[config.mk]
export PLATFORM = sky130hd
export DESIGN_NAME = imu_serial_frame_parser_core
export DESIGN_NICKNAME = d
export VERILOG_FILES = /design/src/imu_sfp_pkg.sv /design/src/imu_sfp_collector.sv /design/src/imu_sfp_decoder.sv /design/src/imu_serial_frame_parser_core.sv
export SDC_FILE = /design/constraint.sdc
export NUM_CORES = 1
export LEC_CHECK = 0
export BUFFER_PORTS_ARGS = -buffer_cell sky130_fd_sc_hd__buf_2
export CORE_MARGIN = 2
export CORE_UTILIZATION = 65
export DETAILED_ROUTE_END_ITERATION = 8
export GPL_TIMING_DRIVEN = 0
export PLACE_DENSITY = 0.91
export SYNTH_ARGS = -nofsm -noshare
export SYNTH_HDL_FRONTEND = slang
export SYNTH_SLANG_ARGS = --single-unit
[constraint.sdc]
create_clock -name clock -period 10.2 [get_ports clock]
set_input_delay 1.53 -clock clock [delete_from_list [all_inputs] [get_ports clock]]
set_output_delay 1.53 -clock clock [all_outputs]
set_load 0.05 [all_outputs]
[src/imu_sfp_pkg.sv]
// ----------------------------------------------------------------------------
// IMU serial frame parser package
// Shared types, codes and the angle scaling function.
// ----------------------------------------------------------------------------
package imu_sfp_pkg;

   localparam logic [7:0] HEADER_BYTE = 8'h55;
   // Slot of the checksum byte; data slots run from one up to nine.
   localparam logic [3:0] CHECK_POS   = 4'd10;

   localparam int          CSR_INDEX_WIDTH = 8;
   localparam logic [7:0]  REG_ACCEL_CODE  = 8'd0;
   localparam logic [7:0]  REG_GYRO_CODE   = 8'd1;
   localparam logic [7:0]  REG_ANGLE_CODE  = 8'd2;

   localparam logic [7:0]  ACCEL_CODE_RESET = 8'd81;
   localparam logic [7:0]  GYRO_CODE_RESET  = 8'd82;
   localparam logic [7:0]  ANGLE_CODE_RESET = 8'd83;

   localparam logic signed [26:0] ANGLE_SCALE = 27'sd1800;
   localparam logic signed [26:0] ANGLE_ROUND = 27'sd32767;

   typedef enum logic [2:0] {
      STATUS_ACCEL   = 3'd0,
      STATUS_GYRO    = 3'd1,
      STATUS_ANGLE   = 3'd2,
      STATUS_UNKNOWN = 3'd3,
      STATUS_BAD_SUM = 3'd4
   } status_type;

   typedef struct packed {
      logic [7:0] accel_code;
      logic [7:0] gyro_code;
      logic [7:0] angle_code;
   } codes_type;

   typedef struct packed {
      logic               at_check;
      logic [7:0]         sum;
      logic [7:0]         type_code;
      logic signed [15:0] word_zero;
      logic signed [15:0] word_one;
      logic signed [15:0] word_two;
      logic signed [15:0] word_three;
   } frame_type;

   // raw * 1800 / 32768, truncated toward zero. The product stays within
   // 27 signed bits, and the quotient is bits 26 down to 15.
   function automatic logic signed [11:0] to_tenths(input logic signed [15:0] raw);
      logic signed [26:0] prod;
      logic signed [26:0] biased;
      prod   = 27'(raw) * ANGLE_SCALE;
      biased = prod[26] ? prod + ANGLE_ROUND : prod;
      return biased[26:15];
   endfunction

endpackage

[src/imu_sfp_collector.sv]
// ----------------------------------------------------------------------------
// IMU serial frame parser: frame collector
// Hunts for the header, stores the frame bytes and keeps a running checksum.
// ----------------------------------------------------------------------------
module imu_sfp_collector
   import imu_sfp_pkg::*;
(
   input  logic       clock,
   input  logic       reset,
   input  logic       accept,
   input  logic [7:0] rx_byte,
   output frame_type  frame
);

   logic [3:0] pos_ff, pos_in;
   logic [7:0] sum_ff, sum_in;
   logic [7:0] frame_ff [1:9];

   always_comb begin
      pos_in = pos_ff;
      sum_in = sum_ff;
      if (accept) begin
         if (pos_ff == 4'd0) begin
            if (rx_byte == HEADER_BYTE) begin
               pos_in = 4'd1;
               sum_in = rx_byte;
            end
         end else if (pos_ff < CHECK_POS) begin
            pos_in = pos_ff + 4'd1;
            sum_in = sum_ff + rx_byte;
         end else begin
            pos_in = 4'd0;
         end
      end
   end

   always_ff @(posedge clock) begin
      if (reset) begin
         pos_ff <= 4'd0;
      end else begin
         pos_ff <= pos_in;
      end
      sum_ff <= sum_in;
      if (accept && pos_ff != 4'd0 && pos_ff < CHECK_POS) begin
         frame_ff[pos_ff] <= rx_byte;
      end
   end

   assign frame.at_check   = (pos_ff == CHECK_POS);
   assign frame.sum        = sum_ff;
   assign frame.type_code  = frame_ff[1];
   assign frame.word_zero  = {frame_ff[3], frame_ff[2]};
   assign frame.word_one   = {frame_ff[5], frame_ff[4]};
   assign frame.word_two   = {frame_ff[7], frame_ff[6]};
   assign frame.word_three = {frame_ff[9], frame_ff[8]};

endmodule

[src/imu_sfp_decoder.sv]
// ----------------------------------------------------------------------------
// IMU serial frame parser: frame decoder
// Checks the sum, classifies the frame, keeps angles and counters, and holds
// the result register.
// ----------------------------------------------------------------------------
module imu_sfp_decoder
   import imu_sfp_pkg::*;
(
   input  logic               clock,
   input  logic               reset,
   input  logic               accept,
   input  logic [7:0]         rx_byte,
   input  frame_type          frame,
   input  codes_type          codes,
   input  logic               rsp_stall,
   output logic               rsp_valid,
   output logic [2:0]         rsp_frame_status,
   output logic signed [15:0] rsp_word_zero,
   output logic signed [15:0] rsp_word_one,
   output logic signed [15:0] rsp_word_two,
   output logic signed [15:0] rsp_word_three,
   output logic signed [11:0] rsp_roll_tenths,
   output logic signed [11:0] rsp_pitch_tenths,
   output logic signed [11:0] rsp_yaw_tenths,
   output logic [31:0]        rsp_bytes_received,
   output logic [31:0]        rsp_angle_frames_seen
);

   logic               valid_ff, valid_in;
   logic [31:0]        byte_cnt_ff, byte_cnt_in;
   logic [31:0]        angle_cnt_ff, angle_cnt_in;
   logic signed [11:0] roll_ff, roll_in;
   logic signed [11:0] pitch_ff, pitch_in;
   logic signed [11:0] yaw_ff, yaw_in;
   status_type         status_ff, status_in;
   logic signed [15:0] w0_ff, w1_ff, w2_ff, w3_ff;
   logic signed [11:0] out_roll_ff, out_pitch_ff, out_yaw_ff;
   logic [31:0]        out_bytes_ff, out_angles_ff;
   logic               load;

   assign load = accept && frame.at_check;

   always_comb begin
      byte_cnt_in  = accept ? byte_cnt_ff + 32'd1 : byte_cnt_ff;
      angle_cnt_in = angle_cnt_ff;
      roll_in      = roll_ff;
      pitch_in     = pitch_ff;
      yaw_in       = yaw_ff;
      // Codes that are equal resolve in the order accel, gyro, angle.
      if (frame.sum != rx_byte) begin
         status_in = STATUS_BAD_SUM;
      end else if (frame.type_code == codes.accel_code) begin
         status_in = STATUS_ACCEL;
      end else if (frame.type_code == codes.gyro_code) begin
         status_in = STATUS_GYRO;
      end else if (frame.type_code == codes.angle_code) begin
         status_in = STATUS_ANGLE;
      end else begin
         status_in = STATUS_UNKNOWN;
      end
      if (load && status_in == STATUS_ANGLE) begin
         angle_cnt_in = angle_cnt_ff + 32'd1;
         roll_in      = to_tenths(frame.word_zero);
         pitch_in     = to_tenths(frame.word_one);
         yaw_in       = to_tenths(frame.word_two);
      end
      if (load) begin
         valid_in = 1'b1;
      end else if (!rsp_stall) begin
         valid_in = 1'b0;
      end else begin
         valid_in = valid_ff;
      end
   end

   always_ff @(posedge clock) begin
      if (reset) begin
         valid_ff     <= 1'b0;
         byte_cnt_ff  <= 32'd0;
         angle_cnt_ff <= 32'd0;
         roll_ff      <= '0;
         pitch_ff     <= '0;
         yaw_ff       <= '0;
      end else begin
         valid_ff     <= valid_in;
         byte_cnt_ff  <= byte_cnt_in;
         angle_cnt_ff <= angle_cnt_in;
         roll_ff      <= roll_in;
         pitch_ff     <= pitch_in;
         yaw_ff       <= yaw_in;
      end
      if (load) begin
         status_ff     <= status_in;
         w0_ff         <= frame.word_zero;
         w1_ff         <= frame.word_one;
         w2_ff         <= frame.word_two;
         w3_ff         <= frame.word_three;
         out_roll_ff   <= roll_in;
         out_pitch_ff  <= pitch_in;
         out_yaw_ff    <= yaw_in;
         out_bytes_ff  <= byte_cnt_in;
         out_angles_ff <= angle_cnt_in;
      end
   end

   assign rsp_valid             = valid_ff;
   assign rsp_frame_status      = status_ff;
   assign rsp_word_zero         = w0_ff;
   assign rsp_word_one          = w1_ff;
   assign rsp_word_two          = w2_ff;
   assign rsp_word_three        = w3_ff;
   assign rsp_roll_tenths       = out_roll_ff;
   assign rsp_pitch_tenths      = out_pitch_ff;
   assign rsp_yaw_tenths        = out_yaw_ff;
   assign rsp_bytes_received    = out_bytes_ff;
   assign rsp_angle_frames_seen = out_angles_ff;

   // A result appears only after a checksum byte has been taken.
   a_result_needs_check: assert property (@(posedge clock) disable iff (reset)
      !load && !(valid_ff && rsp_stall) |=> !valid_ff)
      else $error("result appeared without a checksum byte");

   // The reported byte count is the running count including the checksum byte.
   a_byte_count: assert property (@(posedge clock) disable iff (reset)
      load |=> rsp_bytes_received == byte_cnt_ff)
      else $error("reported byte count disagrees with the running count");

   // The angle counter moves exactly on good angle frames.
   a_angle_count: assert property (@(posedge clock) disable iff (reset)
      load |=> rsp_angle_frames_seen ==
               $past(angle_cnt_ff) + {31'd0, rsp_frame_status == STATUS_ANGLE})
      else $error("angle frame counter out of step with status");

   // Stored roll and yaw angles change only on a good angle frame.
   a_angles_hold: assert property (@(posedge clock) disable iff (reset)
      !(load && status_in == STATUS_ANGLE) |=> $stable(roll_ff) && $stable(yaw_ff))
      else $error("stored angles changed outside an angle frame");

endmodule

[src/imu_serial_frame_parser_core.sv]
// ----------------------------------------------------------------------------
// IMU serial frame parser core
// Parses 11-byte sensor frames from a serial byte stream.
// ----------------------------------------------------------------------------
// One received byte is taken per request, one per clock cycle when offered.
// Only the checksum byte of a frame produces a result, which is registered
// and shown on the rsp_ side in the cycle after that byte is taken. Header
// hunting, byte storage and the checksum are updated one byte at a time, so
// the rate is one byte per cycle; the only stall comes from a checksum byte
// that arrives while an earlier result still waits in the result register.
// Configuration writes are always ready; out-of-range indices are ignored.
module imu_serial_frame_parser_core
   import imu_sfp_pkg::*;
(
   input  logic                       clock,
   input  logic                       reset,
   input  logic                       req_valid,
   output logic                       req_stall,
   input  logic [7:0]                 req_rx_byte,
   output logic                       rsp_valid,
   input  logic                       rsp_stall,
   output logic [2:0]                 rsp_frame_status,
   output logic signed [15:0]         rsp_word_zero,
   output logic signed [15:0]         rsp_word_one,
   output logic signed [15:0]         rsp_word_two,
   output logic signed [15:0]         rsp_word_three,
   output logic signed [11:0]         rsp_roll_tenths,
   output logic signed [11:0]         rsp_pitch_tenths,
   output logic signed [11:0]         rsp_yaw_tenths,
   output logic [31:0]                rsp_bytes_received,
   output logic [31:0]                rsp_angle_frames_seen,
   input  logic                       csr_valid,
   output logic                       csr_ready,
   input  logic [CSR_INDEX_WIDTH-1:0] csr_index,
   input  logic [7:0]                 csr_wdata
);

   codes_type codes_ff;
   frame_type frame;
   logic      req_accept;

   assign csr_ready  = 1'b1;
   // Only the checksum byte needs the result register to be free.
   assign req_stall  = rsp_valid && rsp_stall && frame.at_check;
   assign req_accept = req_valid && !req_stall;

   always_ff @(posedge clock) begin
      if (reset) begin
         codes_ff.accel_code <= ACCEL_CODE_RESET;
         codes_ff.gyro_code  <= GYRO_CODE_RESET;
         codes_ff.angle_code <= ANGLE_CODE_RESET;
      end else if (csr_valid && csr_ready) begin
         case (csr_index)
            REG_ACCEL_CODE: codes_ff.accel_code <= csr_wdata;
            REG_GYRO_CODE:  codes_ff.gyro_code  <= csr_wdata;
            REG_ANGLE_CODE: codes_ff.angle_code <= csr_wdata;
            default: ;
         endcase
      end
   end

   imu_sfp_collector u_collector (
      .clock   (clock),
      .reset   (reset),
      .accept  (req_accept),
      .rx_byte (req_rx_byte),
      .frame   (frame)
   );

   imu_sfp_decoder u_decoder (
      .clock                 (clock),
      .reset                 (reset),
      .accept                (req_accept),
      .rx_byte               (req_rx_byte),
      .frame                 (frame),
      .codes                 (codes_ff),
      .rsp_stall             (rsp_stall),
      .rsp_valid             (rsp_valid),
      .rsp_frame_status      (rsp_frame_status),
      .rsp_word_zero         (rsp_word_zero),
      .rsp_word_one          (rsp_word_one),
      .rsp_word_two          (rsp_word_two),
      .rsp_word_three        (rsp_word_three),
      .rsp_roll_tenths       (rsp_roll_tenths),
      .rsp_pitch_tenths      (rsp_pitch_tenths),
      .rsp_yaw_tenths        (rsp_yaw_tenths),
      .rsp_bytes_received    (rsp_bytes_received),
      .rsp_angle_frames_seen (rsp_angle_frames_seen)
   );

   // The input is held back only while a result is waiting to be taken.
   a_stall_cause: assert property (@(posedge clock) disable iff (reset)
      req_stall |-> rsp_valid && frame.at_check)
      else $error("request stalled without a pending result");

   // A held result is not overwritten by a new frame.
   a_no_overwrite: assert property (@(posedge clock) disable iff (reset)
      rsp_valid && rsp_stall |=> rsp_valid && $stable(rsp_bytes_received))
      else $error("pending result overwritten");

   // A stalled checksum byte is taken once the result register drains.
   a_drain_then_take: assert property (@(posedge clock) disable iff (reset)
      req_valid && frame.at_check && !rsp_stall |-> req_accept)
      else $error("checksum byte refused with a free result register");

endmodule

==> summary by stage, run 1 <==
Timing
The clock skew is 0.02248 ns. At the pin with the least slew margin, the transition time is between 1 and 1.5 ns. The number of pins with negative max-slew slack in the final report is 0. Setup violations remaining at the end of the flow were counted as 0.

The final period demand of the worst path is between 5 and 6 ns. The final total negative setup slack is 0 ns. Setup repair after global routing left no endpoint under its margin.

The worst max-slew margin expressed relative to the limit is 0.2949. The worst-case setup margin in the final layout is roughly 4.5 ns. The share of the clock period used by the worst path after layout is 0.5604. The hold violation total from the final report was 0. Timing would allow up to 174.9 MHz.

Layout
In the final layout, flip-flops and latches occupy roughly 0.010 sq mm. The area of the multi-input gates is 0.01046 sq mm. Fill cells in the final layout number 1,971. After routing the design area is 0.02360 sq mm. Excluding fillers, the count of instances in the completed layout stands at approximately 2.4k. In the final layout, the share of cells above drive strength 1 is 0.1542. The post-synthesis to final-layout area growth is 13.12%. The most common library cell in the layout ignoring fill and taps is sky130_fd_sc_hd__edfxtp_1. The number of antenna cells inserted is 0.

In the layout the commonest cells are sky130_fd_sc_hd__edfxtp_1 (247), sky130_fd_sc_hd__buf_2 (203), sky130_fd_sc_hd__ha_1 (196). The final layout contains 2,272 nets.

Place
The count of port buffers added during placement is a little under 200. In this run the cell area measured after placement is 0.02238 sq mm. The placer's final routability congestion estimate is 0.9182. The number of placed cells counting well taps is 2,333. The post-place setup slack is 4.674 ns. The half-perimeter wire length of the detailed placement result is 35.37 mm.

CTS
The number of clock buffers inserted by TritonCTS is 38. After clock tree synthesis, the setup repair step added 0 buffers. The cts-stage hold buffer count is 0. Clock tree synthesis selected as its root buffer the cell sky130_fd_sc_hd__clkbuf_16. CTS saw 376 sinks. The clock tree from TritonCTS is yes. The clock-pin slew on the worst setup and hold paths is about 0.06 ns. The number of gates resized after CTS is 0. Counting along the longest clock path gives a buffer depth of 3. The maximum level of the CTS H-tree is 2. The clock insertion delay at the later pin of the skew report is 0.55 ns.

Worst setup path
STA puts the critical path data required time at about 10 ns. The kind of cell with the highest combined delay along the critical path is adder cells. Walking the worst path, the cells encountered are inv_1 > ha_1 > xor2_1 > ha_1 > fa_1 > ha_1 > inv_1 > fa_1 > nand2b_1 > a211oi_2 > nor2_1 > xnor2_1 > nor4b_1 > nand2_1 > nor4b_1 > xor2_1 > a21oi_1. The kind of critical path is flop to flop. Of all nets on the critical path, the largest fanout is 5.

Data arrives at the worst endpoint at 5.99 ns. The cell repeated most along the worst path is sky130_fd_sc_hd__ha_1. The nature of the critical path startpoint is a flop.

STA classifies the critical path endpoint as a flop. Together, buffers and inverters on the worst path number 2. The master of the slowest instance on the critical path is sky130_fd_sc_hd__nor4b_1. The critical path's largest stage delay is 0.66 ns.

Floorplanning
The number of ports placed on the die boundary is 199. The die is 183.1 um tall. The core outline area is 0.03156 sq mm. The initial utilization of the core area, before any placement, comes to 0.6611. The number of placement rows is 65.

The floorplan step set the die width to 183.1 um. The die covers 0.03354 sq mm.

GRT
The global-route wire length before repair is slightly below 80 mm. Entering global routing, the biggest net connects 87 pins. The number of antenna violations at the first check in global routing was 1. The via count of the first global-routing pass came to 15.06k.

The overall global routing resource usage is 0.3003. For this run the aggregate overflow at the end of global routing stands at 0.

Power and ir drop
The maximum resistive drop on vdd is about 140 uV. The total power per unit cell area is 128.0 mW/mm^2. The total power consumption of the routed design is 3021 uW. The static power due to leakage is 0.009691 uW.

Synth
The count of flip-flops with a built-in enable after synthesis is 247. After synthesis, the share of flip-flops with an asynchronous set or reset is 0. The net count after synthesis is around 2k. The most instantiated flip-flop cell in the synthesis netlist is sky130_fd_sc_hd__edfxtp_1. The count of unique library cells instantiated by Yosys is between 80 and 90. The portion of the post-synthesis area used by sequential elements is 0.4794.

The netlist area before placement is about 0.021 sq mm. The flip-flop and latch count after synthesis is 376. The cell count after synthesis came out at between 1.5k and 2k.

The number of warnings issued by yosys is 0. The average instance in the mapped netlist occupies ~12 sq um.

Route
In the routed layout, each cell is associated on average with a via count of 6.118. The total number of vias is 14.68k. The detailed-route wire length is 49.53 mm. For this block, the initial DRC count from the detailed router was 1,236. The average wire per standard cell is slightly above 20 um. The detail route stage leaves a number of antenna-violating nets equal to 0. The count of TritonRoute iterations in the first routing pass is 7. The number of DRC violations after detailed routing is 0.

Worst hold path
The class of the most critical hold timing path is flop to flop.

Status
The run finished with clean final reports.

Flow run
The tool flagged a number of max-cap violations equal to 0.
==> cells by family after synthesis <==
group / after synthesis / share of synthesized area
buffers and inverters: 101 / 0.01931
adders and majority gates: 272 / 0.1905
DFF: 376 / 0.4794
other: 1 / 0.0001798
xor gates and xnor gates: 185 / 0.07768
AOI/OAI and AO/OA: 238 / 0.07750
muxes: 47 / 0.02411
and+or+nand+nor: 514 / 0.1314
==> per-stage QoR <==
stage	utilization	hold WS (ns)
3_3_place_gp	0.7081	0.4007
4_1_cts	0.7478	0.4176
5_1_grt	0.7478	0.4315
6_report	0.7478	0.4194
2_1_floorplan	-	0.4003
3_5_place_dp	0.7093	0.4062
==> flip-flops by register name, summed over array words and instances, names as in the netlist <==
name and cells:
u_decoder.angle_cnt_ff 32, u_decoder.rsp_valid 1, u_decoder.rsp_word_two 16, u_decoder.rsp_word_zero 16, u_decoder.rsp_angle_frames_seen 32, u_decoder.rsp_yaw_tenths 12, u_decoder.rsp_bytes_received 32, u_decoder.rsp_roll_tenths 12
rsp_word_three 16, u_decoder.byte_cnt_ff 32, u_collector.pos_ff 4, u_decoder.pitch_ff 12, u_collector.sum_ff 8, codes_ff 24, u_collector.frame_ff 72, u_decoder.yaw_ff 12
u_decoder.rsp_pitch_tenths 12, u_decoder.rsp_word_one 16, u_decoder.rsp_frame_status 3, u_decoder.roll_ff 12
==> synth_stat cells, drive strengths merged, types with 7 or more instances <==
library cell,count,area share
and3,20,0.0060
a211oi,24,0.0096
xor2,84,0.035
edfxtp,247,0.36
buf,13,0.0035
xnor2,101,0.042
nor2b,8,0.0024
and2,100,0.030
and4,10,0.0042
nor3,34,0.0086
inv,58,0.010
nand3,45,0.011
o21bai,7,0.0025
dfxtp,129,0.12
mux2i,31,0.015
nand2b,12,0.0036
nand2,106,0.019
a21o,29,0.010
fa,76,0.073
o21ai,36,0.0088
mux2,16,0.0086
or3,7,0.0023
clkbuf,30,0.0054
ha,196,0.12
a21oi,73,0.018
nand4,21,0.0063
nor2,102,0.018
nor4,17,0.0068
==> routing by layer <==
layer  track usage  wire (um)  vias to the layer above
met4        0.1152       1919                        2
met2        0.5255      24690                      623
met5             0         11                        -
met3       0.04686       3550                      140
met1        0.3771      19360                     7191
li1              -          -                     6726
==> final cells by class <==
type	instances	share of cell area
plain buffers	43	0.007848
repair buffers	197	0.04274
clock inverters	10	0.003765
clock buffers	57	0.04772
flip-flops and latches	376	0.4238
multi-input cells	1257	0.4434
inverters	58	0.009438
well taps	402	0.02132
==> where the power goes <==
part	leakage (uW)	switching [uW]	internal (uW)
sequential	0.00329	0.942	1610
combinational	0.00581	32.3	12.7
clock	0.000592	574	791
total	0.00969	607	2410
==> final timing paths <==
kind	start	endpoint	slack [ns]	depth (start not counted)
hold / removal	u_collector.frame_ff[8][2]	rsp_word_three[2]	0.42	0
hold reg to reg	u_collector.frame_ff[8][2]	rsp_word_three[2]	0.42	0
setup / recovery	u_collector.frame_ff[2][2]	u_decoder.rsp_roll_tenths[9]	4.48	17
setup reg to reg	u_collector.frame_ff[2][2]	u_decoder.rsp_roll_tenths[9]	4.48	17
(Power assumes the default switching activity.)
==> run 2: changes to the inputs <==
- CORE_UTILIZATION: 65 -> 54
- PLACE_DENSITY: 0.91 -> 0.82
- clock period: 10.2 -> 5.2 ns (I/O delays scaled with it)
==> run 2 against run 1 <==
- global-route usage is 6.8 points lower
- clock skew is 0.0057 ns lower
- combinational power is 91% higher
- cell area is 4.0% higher
- register-to-register slack worse by 4.3 ns
- clock-buffer cell count is 14 lower
- highest routed layer unchanged
==> summary by stage, run 2 (synthesis results as in run 1) <==
Layout
The final cell utilization of the core was 0.6486 (was 0.7478). The post-synthesis to final-layout area growth is 17.66% (was 13.12%). The post-route cell area is 0.02454 sq mm (was 0.02360 sq mm).

The number of antenna cells inserted is 0 (unchanged). The most common library cell in the layout ignoring fill and taps is sky130_fd_sc_hd__edfxtp_1 (unchanged). Most used cells in the layout excluding fill and tap cells: sky130_fd_sc_hd__edfxtp_1 (247), sky130_fd_sc_hd__buf_2 (203), sky130_fd_sc_hd__ha_1 (196) (unchanged). The fraction of final layout cells with drive strength greater than 1 came to 0.1989 (was 0.1542). The fill cell instance count of the final layout was 2,803 (was 1,971).

The register with the most flip-flops is u_collector.frame_ff (unchanged). The flip-flop count of the largest register after layout came to 72 (unchanged). The final net count is 2,328 (was 2,272).

Power and ir drop
The maximum resistive drop on vdd is 253.9 uV (was 141.6 uV). The total power consumption of the routed design was 6204 uW (was 3021 uW). The static power due to leakage is 0.01008 uW (was 0.009691 uW). The total power per unit cell area was 252.8 mW/mm^2 (was 128.0 mW/mm^2).

Timing
The number of pins with negative max-slew slack in the final report is 0 (unchanged). The total of endpoints with negative setup slack in the final report is 0 (unchanged). The hold violation total from the final report is 0 (unchanged). The worst max-slew margin expressed relative to the limit came to 0.3065 (was 0.2949). The worst-case setup margin in the final layout is 0.1519 ns (was 4.483 ns). The clock skew was 0.01680 ns (was 0.02248 ns).

The transition at the pin with the smallest max-transition slack is 1.032 ns (was 1.050 ns). The share of the clock period used by the worst path after layout came to 0.9708 (was 0.5604). The final period demand of the worst path is 5.048 ns (was 5.717 ns). The highest achievable clock rate came to 198.1 MHz (was 174.9 MHz).

CTS
The cts-stage hold buffer count was 0 (unchanged). The clock-pin slew on the worst setup and hold paths is 0.06 ns (about the same). The maximum clock path buffer count is 3 (unchanged). The maximum level of the CTS H-tree is 2 (unchanged). The number of clock buffers inserted by TritonCTS is 39 (was 38).

The clock sink count was 376 (unchanged). The root buffer cell is sky130_fd_sc_hd__clkbuf_16 (unchanged). The clock insertion delay at the later pin of the skew report is 0.57 ns (was 0.55 ns). The clock tree from TritonCTS is yes (unchanged).

Floorplanning
The die span in x is 200.5 um (was 183.1 um). The die area is 0.04022 sq mm (was 0.03354 sq mm). The die height is 200.5 um (was 183.1 um).

The number of placement rows came to 71 (was 65). The effective utilization at floorplan is 0.5512 (was 0.6611). The number of ports placed on the die boundary is 199 (unchanged).

The core outline area is 0.03784 sq mm (was 0.03156 sq mm).

Place
The half-perimeter wire length of the detailed placement result is 34.09 mm (was 35.37 mm). The post-place setup slack came to -0.2125 ns (was 4.674 ns). The count of port buffers added during placement is 196 (unchanged). The placer's final routability congestion estimate is 0.8785 (was 0.9182). The cell area after placement is 0.02252 sq mm (was 0.02238 sq mm).

Route
The number of DRC violations after detailed routing is 0 (unchanged). The total number of vias came to 14.36k (was 14.68k). The average wire per standard cell came to 18.54 um (was 20.64 um). The average via count per standard cell is 5.594 (was 6.118). The count of TritonRoute iterations in the first routing pass is 5 (was 7). The detailed-route wire length is 47.60 mm (was 49.53 mm). The number of nets with antenna violations after routing is 0 (unchanged).

The first-iteration detailed-routing DRC count came to 783 (was 1,236).

GRT
The number of antenna violations at the first check in global routing was 1 (unchanged). The overall global routing resource usage was 0.2320 (was 0.3003). The pin count of the biggest net entering global routing is 91 (was 87). The global-route wire length before repair is 74.75 mm (was 79.22 mm). The via count of the first global-routing pass came to 14.19k (was 15.06k). The total congestion overflow is 0 (unchanged).

Worst hold path
The class of the most critical hold timing path is flop to flop (unchanged). The origin of the worst min-delay path was u_collector.frame_ff[9][4] (was u_collector.frame_ff[8][2]).

Worst setup path
The critical path required time was 5.51 ns (was 10.48 ns). The type of element capturing the critical path is a flop (unchanged). The start point of the critical path is u_collector.frame_ff[2][6] (was u_collector.frame_ff[2][2]). The source of the worst register-to-register timing path is u_collector.frame_ff[2][6] (was u_collector.frame_ff[2][2]). The nature of the critical path startpoint is a flop (unchanged). The kind of critical path is flop to flop (unchanged). The worst endpoint data arrival time came to 5.36 ns (was 5.99 ns). The worst-path maximum fanout is 9 (was 5).

Status
Result of the run: complete, no violations (unchanged).

Flow run
The max-capacitance violation count is 0 (unchanged).
run 2: what timing repair did:
| item | 4_1_cts | 5_1_grt |
|---|---|---|
| gates resized for setup | 9 | 46 |
| pin swaps | 2 | 8 |
| setup endpoints to repair | 29 | 52 |
| setup buffers | 9 | 46 |
run 2: where the power goes:
group          internal [uW]  switching, uW
Sequential              3160           1.88
Clock                   1770           1190
Combinational           24.8           61.5
run 2: worst paths after layout:
check	to	slack [ns]	depth (start not counted)
max	u_decoder.rsp_roll_tenths[8]	0.15	15
max reg2reg	u_decoder.rsp_roll_tenths[8]	0.15	15
min	rsp_word_three[12]	0.42	0
min reg2reg	rsp_word_three[12]	0.42	0
run 2: metrics by stage:
stage                TNS (ns)  hold slack (ns)  cells
finish                      0           0.4197   2567
global route         -0.08333           0.4215   2567
detailed placement     -1.150           0.4045   2442
CTS                 -0.005839           0.4153   2521
floorplan                   0           0.4003   1734
global placement      -197.79           0.4017   2441
run 2: critical path, stage by stage, from the launching register on:
cell and delay [ns]:
sky130_fd_sc_hd__edfxtp_1 0.49, sky130_fd_sc_hd__ha_1 0.35, sky130_fd_sc_hd__fa_1 0.55, sky130_fd_sc_hd__fa_1 0.43, sky130_fd_sc_hd__ha_1 0.31, sky130_fd_sc_hd__ha_1 0.39, sky130_fd_sc_hd__a21oi_1 0.18, sky130_fd_sc_hd__o21ai_1 0.13
sky130_fd_sc_hd__o2111a_1 0.29, sky130_fd_sc_hd__or3_1 0.33, sky130_fd_sc_hd__buf_6 0.15, sky130_fd_sc_hd__mux2i_4 0.22, sky130_fd_sc_hd__or3_4 0.45, sky130_fd_sc_hd__nor3_2 0.21, sky130_fd_sc_hd__xor2_1 0.12, sky130_fd_sc_hd__o21a_1 0.19
run 2: area by class of cell:
cell class	instances	area, sq um	area share
timing repair buffer	252	1421	0.05791
multi-input combinational	1257	10710	0.4362
tap	511	639.4	0.02605
clock inverter	27	370.4	0.01509
sequential	376	10000	0.4074
clock buffer	43	1001	0.04078
inverter	58	222.7	0.009074
buffer	43	185.2	0.007544
run 2: metal layers:
metal  routed length [um]  GRT usage  share of wire  up-vias
met5                   20          0        0.00042        -
met4                 1234    0.07857          0.026        2
met3                 2696    0.03815          0.057       83
met2                23160     0.3969           0.49      419
met1                20500     0.3008           0.43     7020
li1                     -          -              -     6837
